===== src/hdl/frhc_pkg.sv =====
// Shared types, constants and CRC helpers for the frame header / CRC checker.
// No dependencies; used by frhc_tracker and frame_header_crc_checker.
`default_nettype none

package frhc_pkg;

  // Frame layout
  localparam int HDR_CRC_SPAN = 15;  // bytes covered by the header CRC16
  localparam int HDR_SIZE     = 17;  // header including its CRC16
  localparam int TRAILER_SIZE = 4;   // trailing CRC-32
  localparam int MIN_FRAME    = HDR_SIZE + TRAILER_SIZE;

  // Byte counter
  localparam int POS_W = 17;
  localparam logic [POS_W-1:0] POS_MAX = '1;

  // Byte offsets of header fields
  localparam int OFS_FLAGS = 4;
  localparam int OFS_SRC   = 5;
  localparam int OFS_DST   = 6;
  localparam int OFS_TYPE  = 7;
  localparam int OFS_ID    = 9;
  localparam int OFS_SEQ   = 11;
  localparam int OFS_PLEN  = 13;

  localparam logic [15:0] CRC16_POLY = 16'h1021;
  localparam logic [31:0] CRC32_POLY = 32'hEDB88320;

  // Configuration port
  localparam int CFG_W     = 16;
  localparam int CFG_IDX_W = 2;

  typedef enum logic [CFG_IDX_W-1:0] {
    CFG_MAGIC_FIRST     = 2'd0,
    CFG_MAGIC_SECOND    = 2'd1,
    CFG_MAJOR_VERSION   = 2'd2,
    CFG_HEADER_CRC_INIT = 2'd3
  } cfg_idx_t;

  localparam logic [15:0] HEADER_CRC_INIT_RST = 16'hFFFF;

  typedef struct packed {
    logic [7:0]  magic_first;
    logic [7:0]  magic_second;
    logic [7:0]  major_version;
    logic [15:0] header_crc_init;
  } cfg_t;

  typedef enum logic [2:0] {
    ST_OK        = 3'd0,
    ST_SHORT     = 3'd1,
    ST_MAGIC     = 3'd2,
    ST_VERSION   = 3'd3,
    ST_HDR_CRC   = 3'd4,
    ST_LENGTH    = 3'd5,
    ST_FRAME_CRC = 3'd6
  } status_t;

  typedef enum logic {
    KIND_PAYLOAD = 1'b0,
    KIND_VERDICT = 1'b1
  } kind_t;

  typedef struct packed {
    logic [7:0] data_byte;
    logic       last_byte;
  } in_t;

  typedef struct packed {
    kind_t       kind;
    logic [7:0]  payload_byte;
    status_t     status;
    logic [7:0]  flag_bits;
    logic [7:0]  source_node;
    logic [7:0]  dest_node;
    logic [15:0] message_type;
    logic [15:0] message_id;
    logic [15:0] sequence_number;
    logic [15:0] payload_length;
  } out_t;

  // CRC16-CCITT, MSB first, one byte
  function automatic logic [15:0] crc16_byte(input logic [15:0] crc, input logic [7:0] b);
    logic [15:0] c;
    c = crc ^ {b, 8'h00};
    for (int i = 0; i < 8; i++) begin
      c = c[15] ? ({c[14:0], 1'b0} ^ CRC16_POLY) : {c[14:0], 1'b0};
    end
    return c;
  endfunction

  // CRC-32 reflected, one byte
  function automatic logic [31:0] crc32_byte(input logic [31:0] crc, input logic [7:0] b);
    logic [31:0] c;
    c = crc ^ {24'h0, b};
    for (int i = 0; i < 8; i++) begin
      c = c[0] ? ({1'b0, c[31:1]} ^ CRC32_POLY) : {1'b0, c[31:1]};
    end
    return c;
  endfunction

endpackage

`default_nettype wire


===== src/hdl/frhc_tracker.sv =====
// Per-frame state of the checker: byte counter, header capture, both CRCs,
// trailer window and the verdict / payload result logic. Uses frhc_pkg.
`default_nettype none

module frhc_tracker (
  input  wire logic          clk,
  input  wire logic          rst,
  input  wire logic          step,
  input  wire frhc_pkg::in_t  item,
  input  wire frhc_pkg::cfg_t cfg,
  output frhc_pkg::out_t     result,
  output logic               has_result
);

  logic [frhc_pkg::POS_W-1:0] pos;
  logic [7:0]                 hdr [frhc_pkg::HDR_CRC_SPAN];
  logic [15:0]                rx_crc;
  logic [15:0]                hcrc;
  logic [31:0]                fcrc;
  logic [31:0]                trailer;
  logic [2:0]                 flags;

  logic [frhc_pkg::POS_W-1:0] pos_next;
  logic [7:0]                 hdr_next [frhc_pkg::HDR_CRC_SPAN];
  logic [15:0]                rx_crc_next;
  logic [15:0]                hcrc_next;
  logic [31:0]                fcrc_next;
  logic [31:0]                trailer_next;
  logic [2:0]                 flags_next;
  logic [15:0]                plen;
  logic [frhc_pkg::POS_W:0]   full_len;
  logic [frhc_pkg::POS_W:0]   payload_end;
  logic                       in_payload;
  logic [7:0]                 b;

  assign b = item.data_byte;

  // state after this byte
  always_comb begin
    for (int k = 0; k < frhc_pkg::HDR_CRC_SPAN; k++) begin
      hdr_next[k] = (pos == frhc_pkg::POS_W'(k)) ? b : hdr[k];
    end

    hcrc_next = hcrc;
    if (pos < frhc_pkg::POS_W'(frhc_pkg::HDR_CRC_SPAN)) begin
      hcrc_next = frhc_pkg::crc16_byte(hcrc, b);
    end

    rx_crc_next = rx_crc;
    if (pos == frhc_pkg::POS_W'(frhc_pkg::HDR_CRC_SPAN)) begin
      rx_crc_next = {rx_crc[15:8], b};
    end else if (pos == frhc_pkg::POS_W'(frhc_pkg::HDR_CRC_SPAN + 1)) begin
      rx_crc_next = {b, rx_crc[7:0]};
    end

    flags_next = flags;
    if (pos == frhc_pkg::POS_W'(0) && b != cfg.magic_first) begin
      flags_next[0] = 1'b1;
    end
    if (pos == frhc_pkg::POS_W'(1) && b != cfg.magic_second) begin
      flags_next[1] = 1'b1;
    end
    if (pos == frhc_pkg::POS_W'(2) && b != cfg.major_version) begin
      flags_next[2] = 1'b1;
    end

    // frame CRC lags four bytes behind so the trailer never enters it
    fcrc_next = fcrc;
    if (pos >= frhc_pkg::POS_W'(frhc_pkg::TRAILER_SIZE)) begin
      fcrc_next = frhc_pkg::crc32_byte(fcrc, trailer[7:0]);
    end
    trailer_next = {b, trailer[31:8]};

    pos_next = (pos < frhc_pkg::POS_MAX) ? pos + frhc_pkg::POS_W'(1) : pos;
  end

  assign plen        = {hdr_next[frhc_pkg::OFS_PLEN + 1], hdr_next[frhc_pkg::OFS_PLEN]};
  assign full_len    = (frhc_pkg::POS_W + 1)'(frhc_pkg::MIN_FRAME) + {2'b00, plen};
  assign payload_end = (frhc_pkg::POS_W + 1)'(frhc_pkg::HDR_SIZE) + {2'b00, plen};
  assign in_payload  = (pos >= frhc_pkg::POS_W'(frhc_pkg::HDR_SIZE)) &&
                       ({1'b0, pos} < payload_end);

  // result for this byte
  always_comb begin
    result     = '0;
    has_result = 1'b0;
    if (item.last_byte) begin
      has_result = 1'b1;
      result.kind = frhc_pkg::KIND_VERDICT;
      if (pos_next < frhc_pkg::POS_W'(frhc_pkg::MIN_FRAME)) begin
        result.status = frhc_pkg::ST_SHORT;
      end else if (flags_next[1:0] != 2'b00) begin
        result.status = frhc_pkg::ST_MAGIC;
      end else if (flags_next[2]) begin
        result.status = frhc_pkg::ST_VERSION;
      end else if (hcrc_next != rx_crc_next) begin
        result.status = frhc_pkg::ST_HDR_CRC;
      end else if ({1'b0, pos_next} != full_len) begin
        result.status = frhc_pkg::ST_LENGTH;
      end else if (~fcrc_next != trailer_next) begin
        result.status = frhc_pkg::ST_FRAME_CRC;
      end else begin
        result.status = frhc_pkg::ST_OK;
      end
      result.flag_bits       = hdr_next[frhc_pkg::OFS_FLAGS];
      result.source_node     = hdr_next[frhc_pkg::OFS_SRC];
      result.dest_node       = hdr_next[frhc_pkg::OFS_DST];
      result.message_type    = {hdr_next[frhc_pkg::OFS_TYPE + 1], hdr_next[frhc_pkg::OFS_TYPE]};
      result.message_id      = {hdr_next[frhc_pkg::OFS_ID + 1], hdr_next[frhc_pkg::OFS_ID]};
      result.sequence_number = {hdr_next[frhc_pkg::OFS_SEQ + 1], hdr_next[frhc_pkg::OFS_SEQ]};
      result.payload_length  = plen;
    end else if (in_payload) begin
      has_result = 1'b1;
      result.kind         = frhc_pkg::KIND_PAYLOAD;
      result.payload_byte = b;
    end
  end

  // frame state; the last byte clears it for the next frame
  always_ff @(posedge clk) begin
    if (rst) begin
      pos     <= '0;
      rx_crc  <= '0;
      hcrc    <= frhc_pkg::HEADER_CRC_INIT_RST;
      fcrc    <= '1;
      trailer <= '0;
      flags   <= '0;
      for (int k = 0; k < frhc_pkg::HDR_CRC_SPAN; k++) begin
        hdr[k] <= '0;
      end
    end else if (step) begin
      if (item.last_byte) begin
        pos     <= '0;
        rx_crc  <= '0;
        hcrc    <= cfg.header_crc_init;
        fcrc    <= '1;
        trailer <= '0;
        flags   <= '0;
        for (int k = 0; k < frhc_pkg::HDR_CRC_SPAN; k++) begin
          hdr[k] <= '0;
        end
      end else begin
        pos     <= pos_next;
        rx_crc  <= rx_crc_next;
        hcrc    <= hcrc_next;
        fcrc    <= fcrc_next;
        trailer <= trailer_next;
        flags   <= flags_next;
        for (int k = 0; k < frhc_pkg::HDR_CRC_SPAN; k++) begin
          hdr[k] <= hdr_next[k];
        end
      end
    end
  end

endmodule

`default_nettype wire


===== config.mk =====
export PLATFORM = sky130hd
export DESIGN_NAME = frhc_tracker
export DESIGN_NICKNAME = d
export VERILOG_FILES = /design/src/hdl/frhc_pkg.sv /design/src/hdl/frhc_tracker.sv
export SDC_FILE = /design/constraint.sdc
export NUM_CORES = 1
export LEC_CHECK = 0
export CAP_MARGIN = 5
export CORE_ASPECT_RATIO = 2
export CORE_MARGIN = 5
export CORE_UTILIZATION = 30
export CTS_BUF_LIST = sky130_fd_sc_hd__clkbuf_4 sky130_fd_sc_hd__clkbuf_8
export CTS_CLUSTER_DIAMETER = 30
export DETAILED_ROUTE_END_ITERATION = 10
export DONT_BUFFER_PORTS = 1
export HOLD_SLACK_MARGIN = 0.02
export PLACE_DENSITY_LB_ADDON = 0.2
export SYNTH_ARGS = -nofsm -noshare
export SYNTH_HDL_FRONTEND = slang
export SYNTH_SLANG_ARGS = --single-unit

===== constraint.sdc =====
create_clock -name clk -period 6.32 [get_ports clk]
set_input_delay 1.58 -clock clk [delete_from_list [all_inputs] [get_ports clk]]
set_output_delay 1.58 -clock clk [all_outputs]
set_load 0.01 [all_outputs]

Yosys cells after proc, flatten, opt, wreduce, memory -nomap -nowiden
Memories as Yosys holds them, arrays and structs flattened.
Index checks and enable logic that the tools add are counted.
Storage, ports and cells
  register bits after elaboration: 116
  memory bits (writable): 120
  input bits: 52
  output and inout port bits: 101
  logic and storage cells: 198
  memories kept: 1
Operators by class
  add/subtract/negate cells: 3
  order comparisons: 6
  equal/unequal tests: 26
  muxes and demuxes: 97
  bitwise operators: 49
  reductions and logical operators: 10
Memories
  hdr: words 15, width 8, read ports 11, clocked after Yosys merged registers in 0, wr ports 15, RTL line frhc_tracker.sv:16  | logic [7:0] hdr [frhc_pkg::HDR_CRC_SPAN];
Operators by type and width (number)
  $mux W8: 47
  $mux W32: 11
  $eq A17 B4 Y1 const B: 8
  $not A13 Y14: 8
  $mux W13: 8
  $mux W91: 1
  $mux W16: 5
  $eq A17 B3 Y1 const B: 4
  $add A5 B16 Y17 const A: 2
  $eq A17 B2 Y1 const B: 2
  $mux W17: 2
  $ne A32 B32 Y1: 1
  $not A32 Y32: 1
  $xor A32 B8 Y32: 1
  $or A1 B1 Y1: 30
  $ne A8 B8 Y1: 3
  $not A3 Y3: 8
  $mux W3: 7
  $add A17 B1 Y17 const B: 1
  $eq A17 B1 Y1 const B: 1
  $eq A17 B5 Y1 const B: 1
  $ge A17 B3 Y1 const B: 1
  $ge A17 B5 Y1 const B: 1
  $logic_not A17 Y1: 1
  other kinds (12): 36

Depth between registers and ports, before layout
  depth after elaboration: 27
  mapped depth: 21
  mapped depth without buffers: 19

Least setup slack after synthesis
No wires, ideal clock.
  path kind: input to output
  from: input item[2] (netlist bit)
  to: output result[91] (netlist bit)
  arrival: 4638 ps
  required time: 4740 ps
  slack: 102 ps
  stages on the path: 17
  buffers on the path: 2
  cells stage by stage: clkbuf_1 buf_1 mux2i_1 inv_1 ha_1 a21oi_1 nor2_1 and3_1 xor2_1 ha_1 a21o_1 a21o_1 a21oi_1 a21o_1 a31oi_1 nor3_1 and2_1
RTL lines
  from (decl): RTL line frhc_tracker.sv:9  | input wire frhc_pkg::in_t item,
  to (decl): RTL line frhc_tracker.sv:11  | output frhc_pkg::out_t result,

==> flow_summary.toml <==
[detailed_routing]
antenna_left = 0
drt_first_pass_iters = 7
drt-initial-drc-count = 726
drc = 0
via_per_inst = 5.502
wirelength_um = 52000
post_drt_wl_per_cell_um = 24.71
num_vias = 11576

[critical_path]
start_kind = "flip-flop"
endpoint_kind = "primary output"
crit_top_cell = "buf_4"
cpMaxStageDelayCell = "xnor2_1"
reg2reg_from = "pos[15]"
r2r_end = "hdr[0][93]"
critical_path.max_stage_delay_ps = 780
cp.required_ps = 4740
ff2ff_setup_slack_ps = 2980
crit_fanout = 6
arrival_ps = 4590
path_class = "reg2out"
reg2reg_depth = 8
path_cells = "xnor2_2 > xnor2_1 > xnor2_1 > a221o_1 > o21ai_0 > nand4_1 > a2111oi_1 > buf_4 > nand4_1 > buf_4 > o31ai_1 > a31oi_1 > buf_4"

[sta]
timing.fmax_mhz = 162.0
worst_pin_slew_ps = 1109
holdWs_ps = 475.7
hold_viol = 0
drv_slew = 0
period_needed_ps = 6174
post-route-period-util_pct = 97.70
slew-limit-headroom_pct = 26.02
fin_tns_setup_ps = 0
skew_ps = 37.38
setup_viol = 0

[synth]
synth_area_leader_cell = "edfxtp_1"
synthesis.nets = 1570
synth_area_per_cell_um2 = 8.878
synth_edf_count = 88
yosys_warnings = 0
ys.flop_type = "dfxtp_1"
yosys.area.top_type_share_pct = 19.88
ys_types = 75
syn-cell-area_um2 = 13290
netlist_instances = 1497
ys_seq_area_share_pct = 37.36
synth_async_sr_flop_share_pct = 0
ys_top_cells_by_area = "edfxtp_1 20%, dfxtp_1 17%, mux2i_1 8.1%"
synth_seq_cells = 204

[min_path]
hp-start = "rx_crc[1]"
hp-class = "reg2reg"
worstHoldPathCells = 1
min_to = "rx_crc[1]"

[pwr]
peakVddDrop_mv = 0.1510
power.density_nw_per_um2 = 226.6
p_leak_uw = 0.006101

[clock_tree]
cts-root-buf = "clkbuf_8"
cts_tree = "built"
cts_sinks = 204
htree_levels = 2
clk-insertion-delay-late_ps = 590
clk_pin_slew_worst_paths_ps = 60
ctsHoldBuffers = 0
numCtsBuffers = 40
clk_path_buf_depth = 3

[global_route]
antenna_found_initial = 4
grt_max_degree = 76
grt_overflow = 0
grt_pass1_wl_um = 76680
grt_pass1_vias = 12059
grt_usage_pct = 20.40

[run]
drv_cap = 0

[cells_and_area]
fin_nets = 1587
final_design_area_no_fill_um2 = 15310
area_delta_synth_final_pct = 15.20
layout_commonest_cell = "nor2_1"
final_cell_mix = "260 x nor2_1, 114 x xnor2_1, 114 x dfxtp_1, 103 x mux2i_1, 92 x a21oi_1"
finalNonFillerCells = 2104
drive_gt1_share_pct = 14.49

[placed_design]
dp.cells = 2022
gp_congestion = 0.9855
dp_hpwl_um = 38240
place_area_um2 = 14150
io_buffers = 0

[die]
die-width_um = 158.8
die-area_um2 = 48870
core_um2 = 44050
die_height_um = 307.7
ioPinCount = 153
initial_core_util_pct = 30.17
rows = 109

[outcome]
status = "complete, no violations"
## where the power goes
part	switching (uW)	internal [uW]
combinational	253	161
clock	641	966
sequential	30.0	1420
total	924	2550
## state kept, by name (all words and copies together), names as in the netlist
| register | cells |
|---|---|
| trailer | 32 |
| rx_crc | 16 |
| hcrc | 16 |
| pos | 17 |
| fcrc | 32 |
| flags | 3 |
| hdr | 88 |
## worst max-delay path: cells and delay by family, from the launching register on
family	cells	cell delay (ps)
flops	1	410
compound gates	5	1410
buf+inv	3	620
xor+xnor	3	1270
simple gates	2	310
## cells by family after synthesis
kind of cell | count (synthesis) | synth area share [%]
muxes | 112 | 8.577
DFF | 204 | 37.36
xor gates and xnor gates | 206 | 14.59
and+or+nand+nor | 519 | 18.67
AOI/OAI and AO/OA | 310 | 14.94
adders and majority gates | 21 | 1.977
buffers and inverters | 125 | 3.888
## per-layer routing
metal	part of all wire, %	vias up	GRT usage, %
met1	34	5580	19.71
met4	7.8	2	13.50
li1	-	5342	-
met3	4.4	182	2.719
met5	0.013	-	0
met2	54	470	39.61
## final cells by class
type | instances | area [um^2]
fill | 4592 | 28740
multi-input combinational | 1168 | 7991
sequential | 204 | 4967
clock buffer | 57 | 696.9
tap | 555 | 694.4
timing repair buffer | 80 | 620.6
clock inverter | 17 | 255.2
inverter | 20 | 77.57
antenna | 3 | 7.507
## synth_stat cells, types with 7 or more instances
cell type and instances:
a211oi_1 7, nand3_1 27, edfxtp_1 88, a21oi_1 96, dfxtp_1 116, nor3_1 20, o211ai_1 14, and4_1 9
o22a_1 12, nand4_1 26, nor4_1 14, nand2b_1 13, and3_1 16, mux2i_1 108, a31oi_1 9, xor2_1 79
buf_2 11, inv_1 18, a22o_1 37, o21ai_0 77, nor2b_1 7, nand2_1 81, buf_4 7, ha_1 21
o31ai_1 7, or2_2 8, buf_1 11, and2_1 11, nor2_1 262, xnor2_1 114, clkbuf_1 75
## metrics by stage
stage               utilization (%)  power (uW)  setup WS, ps
CTS                           34.43        3505        -23.87
detailed placement            32.13        1885        -43.53
finish                        34.76        3470         145.7
global placement              32.13        1885        -62.26
global route                  34.76        3602        -5.953
floorplan                         -        1787         102.3
## how the worst max path moves through the flow
stage,depth (start not counted),from,to
after floorplan,17,item[2],result[91]
after global placement,16,item[1],result[94]
after detailed placement,16,item[1],result[94]
after CTS,20,pos[1],result[94]
after global routing,18,pos[1],result[89]
final,13,fcrc[0],result[89]
## repair_timing
action / 4_1_cts / 5_1_grt
setup endpoints to repair: 11 / 10
endpoints found under the hold margin: 0 / 0
resized for setup: 13 / 29
setup buffers: 2 / 3
pin swaps: 2 / 6
(Power assumes the default switching activity.)
